`src/hdl/assert_macros.svh`:
```
// assertion macros shared by the converter modules
// no dependencies; included by the files that carry assertions
`ifndef ASSERT_MACROS_SVH
`define ASSERT_MACROS_SVH

// property must hold at every clock edge outside reset
`define I2A_ASSERT(label, clk, rst, prop, msg) \
   label: assert property (@(posedge clk) disable iff (rst) prop) else $error(msg);

// condition must never be seen at a clock edge outside reset
`define I2A_ASSERT_NEVER(label, clk, rst, cond, msg) \
   label: assert property (@(posedge clk) disable iff (rst) !(cond)) else $error(msg);

`endif

```
`src/hdl/i2a_pkg.sv`:
```
// shared types, codes and helpers for the integer to ascii converter
// no dependencies; imported by every module of the block
package i2a_pkg;

   // default conversion width
   localparam int unsigned VALUE_WIDTH_DEF = 32;

   // mode codes
   localparam logic [1:0] OP_SDEC = 2'd0;
   localparam logic [1:0] OP_UDEC = 2'd1;
   localparam logic [1:0] OP_OCT  = 2'd2;
   localparam logic [1:0] OP_HEX  = 2'd3;

   // character codes
   localparam logic [6:0] CHAR_MINUS      = 7'h2D;
   localparam logic [6:0] CHAR_HASH       = 7'h23;
   localparam logic [6:0] CHAR_ZERO       = 7'h30;
   localparam logic [6:0] CHAR_ALPHA_BASE = 7'h57;

   // request and response payloads
   typedef struct packed {
      logic [1:0]  op;
      logic [31:0] value;
   } i2a_req_type;

   typedef struct packed {
      logic [6:0] char_code;
      logic       last;
   } i2a_rsp_type;

   // controller to datapath commands
   typedef struct packed {
      logic load;
      logic conv_step;
      logic skip_shift;
      logic emit_prefix;
      logic emit_digit;
   } i2a_cmd_type;

   // datapath to controller status
   typedef struct packed {
      logic conv_done;
      logic top_zero;
      logic cnt_one;
      logic has_prefix;
      logic prefix_last;
      logic out_free;
   } i2a_sts_type;

   // digit value to lowercase ascii
   function automatic logic [6:0] digit_char(input logic [3:0] d);
      logic [6:0] dx;
      dx = {3'b000, d};
      digit_char = (d <= 4'd9) ? (CHAR_ZERO + dx) : (CHAR_ALPHA_BASE + dx);
   endfunction

endpackage

```
`src/hdl/i2a_ctrl.sv`:
```
// sequencing state machine of the integer to ascii converter
// depends on i2a_pkg and assert_macros.svh
`include "assert_macros.svh"

module i2a_ctrl
   import i2a_pkg::*;
(
   input  logic        clock,
   input  logic        reset,
   input  logic        req_valid,
   output logic        req_stall,
   input  i2a_sts_type sts,
   output i2a_cmd_type cmd
);

   typedef enum logic [4:0] {
      ST_IDLE   = 5'b00001,
      ST_CONV   = 5'b00010,
      ST_SKIP   = 5'b00100,
      ST_PREFIX = 5'b01000,
      ST_DIGITS = 5'b10000
   } state_type;

   state_type state_ff;
   state_type state_in;

   // next state and command decode
   always_comb begin
      state_in = state_ff;
      cmd      = '0;
      case (state_ff)
         ST_IDLE: begin
            if (req_valid) begin
               cmd.load = 1'b1;
               state_in = ST_CONV;
            end
         end
         ST_CONV: begin
            if (sts.conv_done) begin
               state_in = ST_SKIP;
            end else begin
               cmd.conv_step = 1'b1;
            end
         end
         ST_SKIP: begin
            if (sts.top_zero && !sts.cnt_one) begin
               cmd.skip_shift = 1'b1;
            end else if (sts.has_prefix) begin
               state_in = ST_PREFIX;
            end else begin
               state_in = ST_DIGITS;
            end
         end
         ST_PREFIX: begin
            if (sts.out_free) begin
               cmd.emit_prefix = 1'b1;
               state_in = sts.prefix_last ? ST_IDLE : ST_DIGITS;
            end
         end
         ST_DIGITS: begin
            if (sts.out_free) begin
               cmd.emit_digit = 1'b1;
               if (sts.cnt_one) begin
                  state_in = ST_IDLE;
               end
            end
         end
         default: begin
            state_in = ST_IDLE;
         end
      endcase
   end

   // state register
   always_ff @(posedge clock) begin
      if (reset) begin
         state_ff <= ST_IDLE;
      end else begin
         state_ff <= state_in;
      end
   end

   // new transactions only between texts
   assign req_stall = (state_ff != ST_IDLE);

   // checks
   `I2A_ASSERT(a_cmd_single, clock, reset, $onehot0(cmd), "more than one command at once")
   `I2A_ASSERT(a_last_digit_idle, clock, reset, (cmd.emit_digit && sts.cnt_one) |=> (state_ff == ST_IDLE), "no return to idle after final digit")

endmodule

```
`src/hdl/i2a_dp.sv`:
```
// datapath: digit register, bcd conversion, leading zero skip, output register
// depends on i2a_pkg and assert_macros.svh
`include "assert_macros.svh"

module i2a_dp
   import i2a_pkg::*;
#(
   parameter int unsigned VALUE_WIDTH = VALUE_WIDTH_DEF
)
(
   input  logic        clock,
   input  logic        reset,
   input  i2a_req_type req_data,
   input  i2a_cmd_type cmd,
   output i2a_sts_type sts,
   output logic        rsp_valid,
   input  logic        rsp_stall,
   output i2a_rsp_type rsp_data
);

   localparam int unsigned VW   = VALUE_WIDTH;
   localparam int unsigned NDIG = (VW + 2) / 3;
   localparam int unsigned DW   = NDIG * 4;
   localparam int unsigned OW   = NDIG * 3;
   localparam int unsigned CW   = $clog2(NDIG + 1);
   localparam int unsigned BW   = $clog2(VW + 1);

   logic [1:0]    op_ff;
   logic          neg_ff;
   logic          zero_ff;
   logic [VW-1:0] bin_ff,     bin_in;
   logic [DW-1:0] dig_ff,     dig_in;
   logic [CW-1:0] cnt_ff,     cnt_in;
   logic [BW-1:0] bit_cnt_ff, bit_cnt_in;
   logic          rsp_valid_ff;
   i2a_rsp_type   rsp_ff;

   logic [VW+31:0] val_wide;
   logic [VW-1:0]  val_ext;
   logic [VW-1:0]  mag;
   logic           neg;
   logic [DW+VW-1:0] hex_wide;
   logic [OW+VW-1:0] oct_wide;
   logic [OW-1:0]  oct_bits;
   logic [DW-1:0]  oct_dig;
   logic [DW-1:0]  adj;
   logic [3:0]     top_dig;
   logic           out_free;
   logic           emit;
   i2a_rsp_type    emit_rsp;

   // input value at conversion width, with sign handling
   assign val_wide = {{VW{1'b0}}, req_data.value};
   assign val_ext  = val_wide[VW-1:0];
   assign neg      = (req_data.op == OP_SDEC) && val_ext[VW-1];
   assign mag      = neg ? (~val_ext + 1'b1) : val_ext;

   // hex and octal digits come straight from the bits
   assign hex_wide = {{DW{1'b0}}, val_ext};
   assign oct_wide = {{OW{1'b0}}, val_ext};
   assign oct_bits = oct_wide[OW-1:0];

   for (genvar i = 0; i < NDIG; i++) begin : g_oct
      assign oct_dig[4*i +: 4] = {1'b0, oct_bits[3*i +: 3]};
   end

   // double dabble correction on every bcd digit
   always_comb begin
      logic [3:0] d;
      d   = '0;
      adj = '0;
      for (int i = 0; i < NDIG; i++) begin
         d = dig_ff[4*i +: 4];
         adj[4*i +: 4] = (d >= 4'd5) ? (d + 4'd3) : d;
      end
   end

   assign top_dig = dig_ff[DW-1 -: 4];

   // digit register, magnitude shifter and counters
   always_comb begin
      dig_in     = dig_ff;
      bin_in     = bin_ff;
      cnt_in     = cnt_ff;
      bit_cnt_in = bit_cnt_ff;
      if (cmd.load) begin
         bin_in = mag;
         cnt_in = CW'(NDIG);
         case (req_data.op)
            OP_HEX: begin
               dig_in     = hex_wide[DW-1:0];
               bit_cnt_in = '0;
            end
            OP_OCT: begin
               dig_in     = oct_dig;
               bit_cnt_in = '0;
            end
            default: begin
               dig_in     = '0;
               bit_cnt_in = BW'(VW);
            end
         endcase
      end else if (cmd.conv_step) begin
         dig_in     = {adj[DW-2:0], bin_ff[VW-1]};
         bin_in     = {bin_ff[VW-2:0], 1'b0};
         bit_cnt_in = bit_cnt_ff - 1'b1;
      end else if (cmd.skip_shift || cmd.emit_digit) begin
         dig_in = {dig_ff[DW-5:0], 4'b0000};
         cnt_in = cnt_ff - 1'b1;
      end
   end

   always_ff @(posedge clock) begin
      dig_ff     <= dig_in;
      bin_ff     <= bin_in;
      cnt_ff     <= cnt_in;
      bit_cnt_ff <= bit_cnt_in;
      if (cmd.load) begin
         op_ff   <= req_data.op;
         neg_ff  <= neg;
         zero_ff <= (val_ext == '0);
      end
   end

   // character selection for the next transaction
   always_comb begin
      emit_rsp = '0;
      if (cmd.emit_prefix) begin
         case (op_ff)
            OP_OCT:  emit_rsp.char_code = CHAR_ZERO;
            OP_HEX:  emit_rsp.char_code = CHAR_HASH;
            default: emit_rsp.char_code = CHAR_MINUS;
         endcase
         emit_rsp.last = sts.prefix_last;
      end else begin
         emit_rsp.char_code = digit_char(top_dig);
         emit_rsp.last      = (cnt_ff == CW'(1));
      end
   end

   assign out_free = !rsp_valid_ff || !rsp_stall;
   assign emit     = cmd.emit_prefix || cmd.emit_digit;

   // output register
   always_ff @(posedge clock) begin
      if (reset) begin
         rsp_valid_ff <= 1'b0;
      end else if (emit) begin
         rsp_valid_ff <= 1'b1;
      end else if (!rsp_stall) begin
         rsp_valid_ff <= 1'b0;
      end
   end

   always_ff @(posedge clock) begin
      if (emit) begin
         rsp_ff <= emit_rsp;
      end
   end

   assign rsp_valid = rsp_valid_ff;
   assign rsp_data  = rsp_ff;

   // status back to the controller
   assign sts.conv_done   = (bit_cnt_ff == '0);
   assign sts.top_zero    = (top_dig == 4'd0);
   assign sts.cnt_one     = (cnt_ff == CW'(1));
   assign sts.has_prefix  = (op_ff == OP_OCT) || (op_ff == OP_HEX) || neg_ff;
   assign sts.prefix_last = (op_ff == OP_OCT) && zero_ff;
   assign sts.out_free    = out_free;

   // checks
   `I2A_ASSERT_NEVER(a_digit_cnt_empty, clock, reset, (cmd.emit_digit || cmd.skip_shift) && (cnt_ff == '0), "digit shifted with no digit left")
   `I2A_ASSERT_NEVER(a_conv_overrun, clock, reset, cmd.conv_step && (bit_cnt_ff == '0), "conversion step past the last bit")
   `I2A_ASSERT(a_emit_valid, clock, reset, emit |=> rsp_valid_ff, "character emitted but output not valid")

endmodule

```
`src/hdl/integer_to_ascii_radix_converter.sv`:
```
// Integer to ASCII converter: each request transaction carries a mode (signed
// decimal, unsigned decimal, octal with a leading '0', hex with a leading '#')
// and a value; the block answers with one response transaction per character,
// most significant first, with last set on the final one. One request is
// worked at a time: after acceptance, decimal modes pass the value through the
// bit-serial binary to BCD shifter (one bit per cycle), while octal and hex
// load their digits straight from the bits; then leading zero digits are
// dropped from the digit register (at most (VALUE_WIDTH+2)/3-1 of them) and
// the characters enter the output register while the response side does not
// stall. A new request is taken on the cycle after the last character enters
// the output register. Depends on i2a_pkg, i2a_ctrl and i2a_dp.

module integer_to_ascii_radix_converter
   import i2a_pkg::*;
#(
   parameter int unsigned VALUE_WIDTH = VALUE_WIDTH_DEF
)
(
   input  logic        clock,
   input  logic        reset,
   input  logic        req_valid,
   output logic        req_stall,
   input  i2a_req_type req_data,
   output logic        rsp_valid,
   input  logic        rsp_stall,
   output i2a_rsp_type rsp_data
);

   i2a_cmd_type cmd;
   i2a_sts_type sts;

   // sequencer
   i2a_ctrl u_ctrl (
      .clock     (clock),
      .reset     (reset),
      .req_valid (req_valid),
      .req_stall (req_stall),
      .sts       (sts),
      .cmd       (cmd)
   );

   // conversion datapath and output register
   i2a_dp #(
      .VALUE_WIDTH (VALUE_WIDTH)
   ) u_dp (
      .clock     (clock),
      .reset     (reset),
      .req_data  (req_data),
      .cmd       (cmd),
      .sts       (sts),
      .rsp_valid (rsp_valid),
      .rsp_stall (rsp_stall),
      .rsp_data  (rsp_data)
   );

endmodule
```
`config.mk`:
```
export PLATFORM = sky130hd
export DESIGN_NAME = integer_to_ascii_radix_converter
export DESIGN_NICKNAME = d
export VERILOG_FILES = /design/src/hdl/i2a_pkg.sv /design/src/hdl/i2a_ctrl.sv /design/src/hdl/i2a_dp.sv /design/src/hdl/integer_to_ascii_radix_converter.sv
export VERILOG_INCLUDE_DIRS = /design/src /design/src/hdl
export SDC_FILE = /design/constraint.sdc
export NUM_CORES = 1
export LEC_CHECK = 0
export ABC_AREA = 1
export BUFFER_PORTS_ARGS = -buffer_cell sky130_fd_sc_hd__buf_2
export CORE_ASPECT_RATIO = 0.7
export CORE_MARGIN = 8
export CORE_UTILIZATION = 66
export DETAILED_ROUTE_END_ITERATION = 12
export PLACE_DENSITY = 0.91
export SLEW_MARGIN = 20
export SYNTH_ARGS = -nofsm -noshare
export SYNTH_HDL_FRONTEND = slang
export SYNTH_HIERARCHICAL = 1
export SYNTH_SLANG_ARGS = --single-unit
```
`constraint.sdc`:
```
create_clock -name clock -period 5.5 [get_ports clock]
set_input_delay 1.65 -clock clock [delete_from_list [all_inputs] [get_ports clock]]
set_output_delay 1.65 -clock clock [all_outputs]
set_load 0.02 [all_outputs]
```
==> results.toml, run 1 <==
[critical_path]
critPathBufInv = 4
worst_ep_arrival_time_ns = 3.92
regToRegSetupSlack_ns = 2.21
start_kind = "primary input"
r2r_cells = 10
criticalPathCategory = "primary input to register"
crit_path_max_fanout = 74
critPathRequiredTime_ns = 5.65
crit_chain = "buf_2 -> inv_1 -> nor2_4 -> buf_4 -> nor2_1 -> inv_2 -> o31ai_1"
critPathSlowestCell = "nor2_1"
worstSetupEndpointType = "register"
crit_family = "buffers and inverters"
max_stage_delay_ns = 0.83
reg2reg_from = "u_dp/bit_cnt_ff[0]"
worstReg2RegEnd = "u_dp/bit_cnt_ff[0]"

[power_and_ir_drop]
pwr-share-seq_pct = 39.5
p_int_mw = 2.43
peakVddDrop_mv = 0.268
switching_share_pct = 43.2
p_total_mw = 4.27
clkPwrFrac_pct = 15.4
p_leak_nw = 3.38
p_per_area_mw_per_mm2 = 550
pwr-share-comb_pct = 45.1
p_switching_mw = 1.84

[cts]
cts_root_buf = "clkbuf_16"
cts_setup_buffers = 0
htreeDepth = 3
cts.repair.resized = 0
numCtsBuffers = 9
cts_tree = "yes"
ctsLongestPathBuffers = 2
cts_hold_buf = 0
cts_sinks = 104
clkLatencyLatePin_ns = 0.35
clk_pin_slew_ns = 0.07

[grt]
grt_usage_pct = 26.6
antenna_found_initial = 0
grt_pass1_vias = 6055
grt_max_degree = 75
grt_first_pass_wirelength_um = 30300
overflow = 0

[sta]
final_hold_viol_count = 0
fin_crit_sh_pct = 68.6
setup_viol = 0
worst_slew_pin_slew_ns = 1.08
drv_slew = 0
max_freq_mhz = 265
layout_min_cycle_time_ns = 3.78
slew-limit-headroom_pct = 27.8
fin_skew_ns = 0.0106
rsz0062_at_grt = "false"
setup_tns_ns = 0

[synthesis]
synth-edff-count = 94
post-synth-top-area-fraction_pct = 39.4
synth_cell_types = 44
syn_area_per_cell_um2 = 7.93
synth_area_leader_cell = "edfxtp_1"
synthArstFlopShare_pct = 0
ys_warn_count = 6
ys_seq_area_share_pct = 42.2
netlist_top_cells_area = "edfxtp_1, nand2_1, inv_1"
syn_nets = 969
synthCells = 904
ys_ff_latch = 104
yosys_most_used_dff = "edfxtp_1"
syn_area_mm2 = 0.00717

[placement]
gp_congestion = 1.01
postPlaceCellArea_mm2 = 0.00745
portBuffers = 47
dpl.hpwl_um = 13700

[layout]
fin_area_mm2 = 0.00777
area_growth_pct = 8.34
layout-drive-gt1-share_pct = 12.9
nNetsFinal = 1001

[drt]
drt-initial-drc-count = 1198
ant_nets = 0
avgRoutedWirePerCell_um = 17.8
drtPass1Iterations = 6
vias = 6707
viasPerCell = 6.22
routed_wl_um = 19200
route.detailed.drc = 0

[worst_hold_path]
worstHoldStart = "u_dp/cnt_ff[1]"
holdPathEnd = "u_dp/cnt_ff[1]"
whs_path_depth = 2
hp-class = "register to register"

[die]
rows = 32
core_area_mm2 = 0.0108
io-pin-count = 48
die_area_mm2 = 0.0145
start_util_pct = 66.3
fp.dieH_um = 103
die_w_um = 141

[flow_run]
maxCapViolCount = 0

[outcome]
status = "finished, final reports clean"
worst max path at each step:
| stage | start | endpoint | cells past startpoint |
|---|---|---|---|
| 2_1_floorplan | req_valid | u_dp/dig_ff[0] | 6 |
| 3_3_place_gp | req_valid | u_dp/dig_ff[11] | 5 |
| 3_5_place_dp | req_valid | u_dp/dig_ff[11] | 5 |
| 4_1_cts | req_valid | u_dp/dig_ff[8] | 5 |
| 5_1_grt | req_valid | u_dp/dig_ff[8] | 7 |
| 6_report | req_valid | u_dp/dig_ff[8] | 7 |
layer usage:
layer	part of all wire, %	global-route usage [%]
met5	0	0
met4	2.1	8.31
met3	12	6.05
met2	43	39.6
met1	43	38.0
area by class of cell:
type                            count  area (um^2)
Clock buffer                       13          283
Antenna cell                        1         2.50
Sequential cell                   104         3020
Clock inverter                      3         21.3
Tap cell                          136          170
Timing Repair Buffer               50          258
Fill cell                         847         3040
Inverter                          123          469
Multi-Input combinational cell    648         3540
synth_stat cells (all sizes together) (2+ instances only):
cell    number
o22ai       18
o21a         3
nor3         4
o221ai      17
o31ai        4
clkbuf       8
a31oi        3
a32oi        2
o21ai       65
nand4       17
o211ai      12
nor2       117
a22oi        6
xor2        22
edfxtp      94
nand3       82
nand2      193
or2         10
dfxtp       10
nand3b       2
inv        122
ha          27
a21oi       40
buf         21
cell usage in the layout (no fill, tap or decap), types with 5 or more instances in the layout:
cell and n:
nand3_1 76, o221ai_1 17, a21oi_1 39, nand3_2 5
or2_2 8, clkbuf_16 11, nand4_1 16, o21ai_1 11
nor2_4 5, nand2_2 9, buf_2 47, inv_1 114
o211ai_1 12, edfxtp_1 94, nand2_1 179, inv_2 7
ha_1 27, xor2_1 22, nor2_1 99, dfxtp_1 10
o22ai_1 18, nor2_2 13, o21ai_0 53, a22oi_1 6
worst min-delay path, stage by stage (launching register included):
cell and delay [ns]:
dfxtp_1 0.34, a21oi_1 0.06, o21ai_0 0.06
cell families after synthesis:
group / count (synthesis) / share of synthesized area (%)
buffers and inverters: 152 / 8.73
AND/OR/NAND/NOR: 426 / 27.2
AO/OA/AOI/OAI: 172 / 14.4
flip-flops: 104 / 42.2
XOR/XNOR: 23 / 2.81
adder cells (fa/ha/maj): 27 / 4.71
registers in the layout, summed over array words and instances (netlist names):
signal,cells
u_dp/bin_ff,32
u_dp/cnt_ff,4
u_ctrl/state_ff,5
u_dp/rsp_valid,1
u_dp/bit_cnt_ff,6
u_dp/rsp_data,8
u_dp/neg_ff,1
u_dp/op_ff,2
u_dp/zero_ff,1
u_dp/dig_ff,44
power groups by stage:
stage               logic [mW]  registers (mW)  clock network (mW)
floorplan                 1.41            1.63                   0
global placement          1.77            1.68                   0
detailed placement        1.86            1.69                   0
CTS                       1.88            1.68               0.662
global route              2.14            1.72               0.685
finish                    1.93            1.69               0.656
stage by stage:
step           util (%)  std cells  hold WS, ns  setup WS (ns)
2_1_floorplan         -        904        0.443           1.33
3_3_place_gp       68.9       1061        0.459           1.15
3_5_place_dp       68.9       1061        0.474           1.08
4_1_cts            71.8       1077        0.498           1.45
5_1_grt            71.8       1077        0.527           1.59
6_report           71.9       1078        0.499           1.73
(Power assumes the default switching activity.)
==> run 2: changes to the inputs <==
ABC_AREA = 0   (was 1)
CORE_UTILIZATION = 61   (was 66)
PLACE_DENSITY = 0.85   (was 0.91)
clock period = 3.9 ns   (was 5.5 ns; I/O delays follow)
==> results.toml, run 2 <==
[outcome]
status = "finished, final reports clean"

[synthesis]
yosys_most_used_dff = "edfxtp_1"
synth_area_leader_cell = "edfxtp_1"
netlist_top_cells_area = "edfxtp_1, nor2_1, a21oi_1"
syn_nets = 799
synth_cell_types = 66
synth-edff-count = 94
ys_ff_latch = 104
synthArstFlopShare_pct = 0
syn_area_mm2 = 0.00687
synth.top_cells.by_count = "nor2_1, edfxtp_1, a21oi_1"
ys_seq_area_share_pct = 44.0
post-synth-top-area-fraction_pct = 41.1
syn_area_per_cell_um2 = 9.36
synthCells = 734
ys_warn_count = 6
yosysMostFrequentCell = "nor2_1"

[power_and_ir_drop]
clkPwrFrac_pct = 22.0
p_int_mw = 3.24
switching_share_pct = 37.0
pwr-share-comb_pct = 36.7
p_total_mw = 5.14
peakVddDrop_mv = 0.315
p_per_area_mw_per_mm2 = 675
p_switching_mw = 1.90
p_leak_nw = 2.97
pwr-share-seq_pct = 41.3

[layout]
nNetsFinal = 834
final_cell_mix = "nor2_1, edfxtp_1, a21oi_1"
layout-drive-gt1-share_pct = 12.4
largest_reg_flops = 44
largest-register = "u_dp/dig_ff"
mostFrequentLayoutCell = "nor2_1"
antenna-diode-count = 0
stdcell_count = 927
area_growth_pct = 10.8

[grt]
overflow = 0
grt_usage_pct = 24.2
grt_max_degree = 45
grt_pass1_vias = 5906
grt_first_pass_wirelength_um = 29100
antenna_found_initial = 0

[sta]
setup_viol = 0
layout_setup_ws_ns = 0.671
worst_slew_pin_slew_ns = 1.06
setup_tns_ns = 0
slew-limit-headroom_pct = 29.5
layout_min_cycle_time_ns = 3.23
rsz0062_at_grt = "false"
fin_crit_sh_pct = 82.8
holdWs_ns = 0.503
fin_skew_ns = 0.00650
max_freq_mhz = 310
final_hold_viol_count = 0
drv_slew = 0

[placement]
dpl.hpwl_um = 12400
place_ws_ns = 0.347
placed_cells = 911
gp_congestion = 0.905
portBuffers = 47

[critical_path]
reg2reg_from = "u_dp/bit_cnt_ff[0]"
crit_end = "u_dp/bin_ff[27]"
crit_path_max_fanout = 14
max_stage_delay_ns = 0.83
regToRegSetupSlack_ns = 0.88
start_kind = "primary input"
startpoint = "req_data[6]"
worstReg2RegEnd = "u_dp/dig_ff[18]"
criticalPathCategory = "primary input to register"
crit_chain = "buf_2 -> or4_4 -> nor4b_4 -> a41oi_1 -> xnor2_1 -> a21oi_1"
worst_ep_arrival_time_ns = 3.31
critPathRequiredTime_ns = 3.98
worstSetupEndpointType = "register"
r2r_cells = 9
critPathSlowestCell = "nor4b_4"

[cts]
numCtsBuffers = 9
ctsLongestPathBuffers = 2
clkLatencyLatePin_ns = 0.35
cts_sinks = 104
cts_tree = "yes"
cts.repair.resized = 0
cts_hold_buf = 0
clk_pin_slew_ns = 0.07
cts_root_buf = "clkbuf_16"
htreeDepth = 3
cts_setup_buffers = 0

[drt]
viasPerCell = 6.41
vias = 5943
drt-initial-drc-count = 716
ant_nets = 0
drtPass1Iterations = 5
routed_wl_um = 17900
avgRoutedWirePerCell_um = 19.3
route.detailed.drc = 0

[die]
io-pin-count = 48
core_area_mm2 = 0.0110
die_area_mm2 = 0.0150
rows = 32
fp.dieH_um = 105
start_util_pct = 62.4
die_w_um = 143

[worst_hold_path]
hp-class = "register to register"

[flow_run]
maxCapViolCount = 0
-- run 2: changes by cell type in the layout (fill, tap and decap cells not counted), sizes merged, moves of 27 or more --
cell   delta
a21oi    +28
xnor2    +36
nand2   -138
o21ai    -27
nand3    -74
inv      -72
-- run 2: logic make-up after synthesis --
kind of cell / count (synthesis) / synth area share (%)
compound gates: 195 / 17.9
xor+xnor: 45 / 5.74
fa+ha+maj: 27 / 4.92
flops: 104 / 44.0
simple gates: 251 / 18.5
buf+inv: 86 / 5.10
mux: 26 / 3.86
-- run 2: layer usage --
metal  part of all wire [%]  up-vias  track usage [%]
met4                    2.7        0             8.92
met2                     47      324             39.2
met3                    8.5       54             4.64
li1                       -     2734                -
met1                     42     2831             31.8
met5                      0        -                0
-- run 2: critical path, delay by kind of cell --
| family | cells | cell delay [ns] |
|---|---|---|
| buffers and inverters | 1 | 0.14 |
| AND/OR/NAND/NOR | 2 | 1.41 |
| AO/OA/AOI/OAI | 2 | 0.38 |
| XOR/XNOR | 1 | 0.21 |
-- run 2: power groups by stage --
stage          clock [mW]  combinational (mW)  sequential (mW)
2_1_floorplan           0                1.40             2.03
3_3_place_gp            0                1.72             2.09
3_5_place_dp            0                1.83             2.13
4_1_cts              1.14                1.85             2.11
5_1_grt              1.18                2.10             2.16
6_report             1.13                1.88             2.12
-- run 2: cell type report --
| cell class | count | area (um^2) |
|---|---|---|
| multi-input combinational | 544 | 3500 |
| timing repair buffer | 59 | 325 |
| clock inverter | 6 | 138 |
| fill | 820 | 3400 |
| tap | 153 | 191 |
| clock buffer | 10 | 239 |
| sequential | 104 | 3020 |
| inverter | 51 | 191 |
-- run 2: how the worst min path moves through the flow --
stage / from / end / slack [ns] / depth (start not counted)
3_5_place_dp: u_dp/cnt_ff[1] / u_dp/cnt_ff[1] / 0.49 / 1
5_1_grt: u_dp/cnt_ff[1] / u_dp/cnt_ff[1] / 0.53 / 1
6_report: u_dp/cnt_ff[1] / u_dp/cnt_ff[1] / 0.50 / 1
2_1_floorplan: u_dp/cnt_ff[1] / u_dp/cnt_ff[1] / 0.46 / 1
4_1_cts: u_dp/cnt_ff[1] / u_dp/cnt_ff[1] / 0.51 / 1
3_3_place_gp: u_dp/cnt_ff[1] / u_dp/cnt_ff[1] / 0.48 / 1
-- run 2: stage by stage --
stage	cell area (um^2)	util [%]
after floorplan	6870	-
after global placement	7240	65.7
after detailed placement	7240	65.7
after CTS	7610	69.1
after global routing	7610	69.1
final	7610	69.1
==> run 3: changes to the inputs <==
clock period = 3.3 ns   (was 3.9 ns; I/O delays follow)
==> results.toml, run 3 (same netlist as run 2, synthesis figures left out) <==
[outcome]
status = "finished, final reports clean"

[grt]
antenna_found_initial = 0
met3_usage_pct = 5.45
grt-busiest-layer = "met2"
overflow = 0
grt_pass1_vias = 5639
grt_use_met2_pct = 36.9
grt_first_pass_wirelength_um = 27400
grtUsageMet1_pct = 28.6
grt_usage_pct = 22.4
grt_max_degree = 50

[die]
rows = 32
die_area_mm2 = 0.0150
io-pin-count = 48
start_util_pct = 62.4
core_area_mm2 = 0.0110
die_w_um = 143
fp.dieH_um = 105

[cts]
cts_setup_buffers = 0
ctsLongestPathBuffers = 2
cts_root_buf = "clkbuf_16"
numCtsBuffers = 9
clk_pin_slew_ns = 0.07
htreeDepth = 3
cts_sinks = 104
cts.repair.resized = 0
cts_tree = "yes"
cts_hold_buf = 0
clkLatencyLatePin_ns = 0.35

[power_and_ir_drop]
p_leak_nw = 2.92
peakVddDrop_mv = 0.394
p_per_area_mw_per_mm2 = 766

[drt]
viasPerCell = 6.23
routed_wl_um = 16800
ant_nets = 0
vias = 5776
route.detailed.drc = 0
drt-initial-drc-count = 721
drtPass1Iterations = 6
avgRoutedWirePerCell_um = 18.1

[critical_path]
start_kind = "register"
max_stage_delay_ns = 0.88
crit_path_max_fanout = 12
cp_common_cell = "inv_1"
criticalPathCategory = "register to register"
worstSetupEndpointType = "register"
crit_chain = "inv_1 -> ha_1 -> nor3b_1 -> or3_4 -> inv_2 -> inv_1 -> nor2_1 -> nand2_1 -> o21ai_0"
critPathSlowestCell = "nor2_1"
critPathRequiredTime_ns = 3.50
worst_ep_arrival_time_ns = 3.15

[placement]
dpl.hpwl_um = 11900
place_ws_ns = 0.351
gp_congestion = 0.855
placed_cells = 911
portBuffers = 47

[layout]
stdcell_count = 927
nFillCells = 807
area_growth_pct = 9.91
nNetsFinal = 834
final_core_util_pct = 68.6
layout-drive-gt1-share_pct = 12.7
final_cell_mix = "nor2_1, edfxtp_1, a21oi_1"
mostFrequentLayoutCell = "nor2_1"
largest_reg_flops = 44
largest-register = "u_dp/dig_ff"
antenna-diode-count = 0

[sta]
layout_setup_ws_ns = 0.341
holdWs_ns = 0.510
worst_slew_pin_slew_ns = 1.16
final_hold_viol_count = 0
max_freq_mhz = 338
layout_min_cycle_time_ns = 2.96
rsz0062_at_grt = "false"
fin_skew_ns = 0.00876
drv_slew = 0
setup_tns_ns = 0
setup_viol = 0
slew-limit-headroom_pct = 22.1
fin_crit_sh_pct = 89.7

[flow_run]
maxCapViolCount = 0

[worst_hold_path]
hp-class = "register to register"
run 3: cell count changes in the layout (fill, tap and decap cells not counted), sizes merged:
cell / change
clkinvlp: +3
bufinv: -3
inv: -1
clkinv: +1
run 3: per-layer routing:
metal,part of all wire (%),vias to the layer above
li1,-,2731
met1,41,2716
met2,47,289
met3,9.3,40
met4,1.8,0
met5,0,-
run 3: final cells by class:
| class | count | area [um^2] | area share [%] |
|---|---|---|---|
| multi-input combinational | 544 | 3510 | 46.5 |
| sequential | 104 | 3020 | 40.0 |
| timing repair buffer | 59 | 325 | 4.31 |
| clock buffer | 10 | 239 | 3.16 |
| inverter | 51 | 195 | 2.58 |
| tap | 153 | 191 | 2.53 |
| clock inverter | 6 | 67.6 | 0.895 |
run 3: worst max-delay path: cells and delay by family (launching register included):
family	cells	cell delay, ns
simple gates	4	1.66
fa+ha+maj	1	0.20
flops	1	0.41
compound gates	1	0.14
buf+inv	3	0.38
run 3: path summary, 6_finish.rpt:
path,from,to,slack (ns),cells past startpoint
max,u_dp/bit_cnt_ff[0],u_dp/dig_ff[0],0.34,9
min,u_dp/cnt_ff[1],u_dp/cnt_ff[1],0.51,1
max reg2reg,u_dp/bit_cnt_ff[0],u_dp/dig_ff[0],0.34,9
min reg2reg,u_dp/cnt_ff[1],u_dp/cnt_ff[1],0.51,1
run 3: power by group:
| part | switching (mW) | internal [mW] | leakage [nW] |
|---|---|---|---|
| sequential | 0.374 | 2.12 | 0.975 |
| combinational | 1.33 | 0.869 | 1.80 |
| clock | 0.487 | 0.612 | 0.145 |
| total | 2.19 | 3.60 | 2.92 |
run 3: stage by stage:
stage	power [mW]	cell area [um^2]
after floorplan	4.06	6880
after global placement	4.49	7250
after detailed placement	4.66	7250
after CTS	5.76	7550
after global routing	6.16	7550
final	5.78	7550
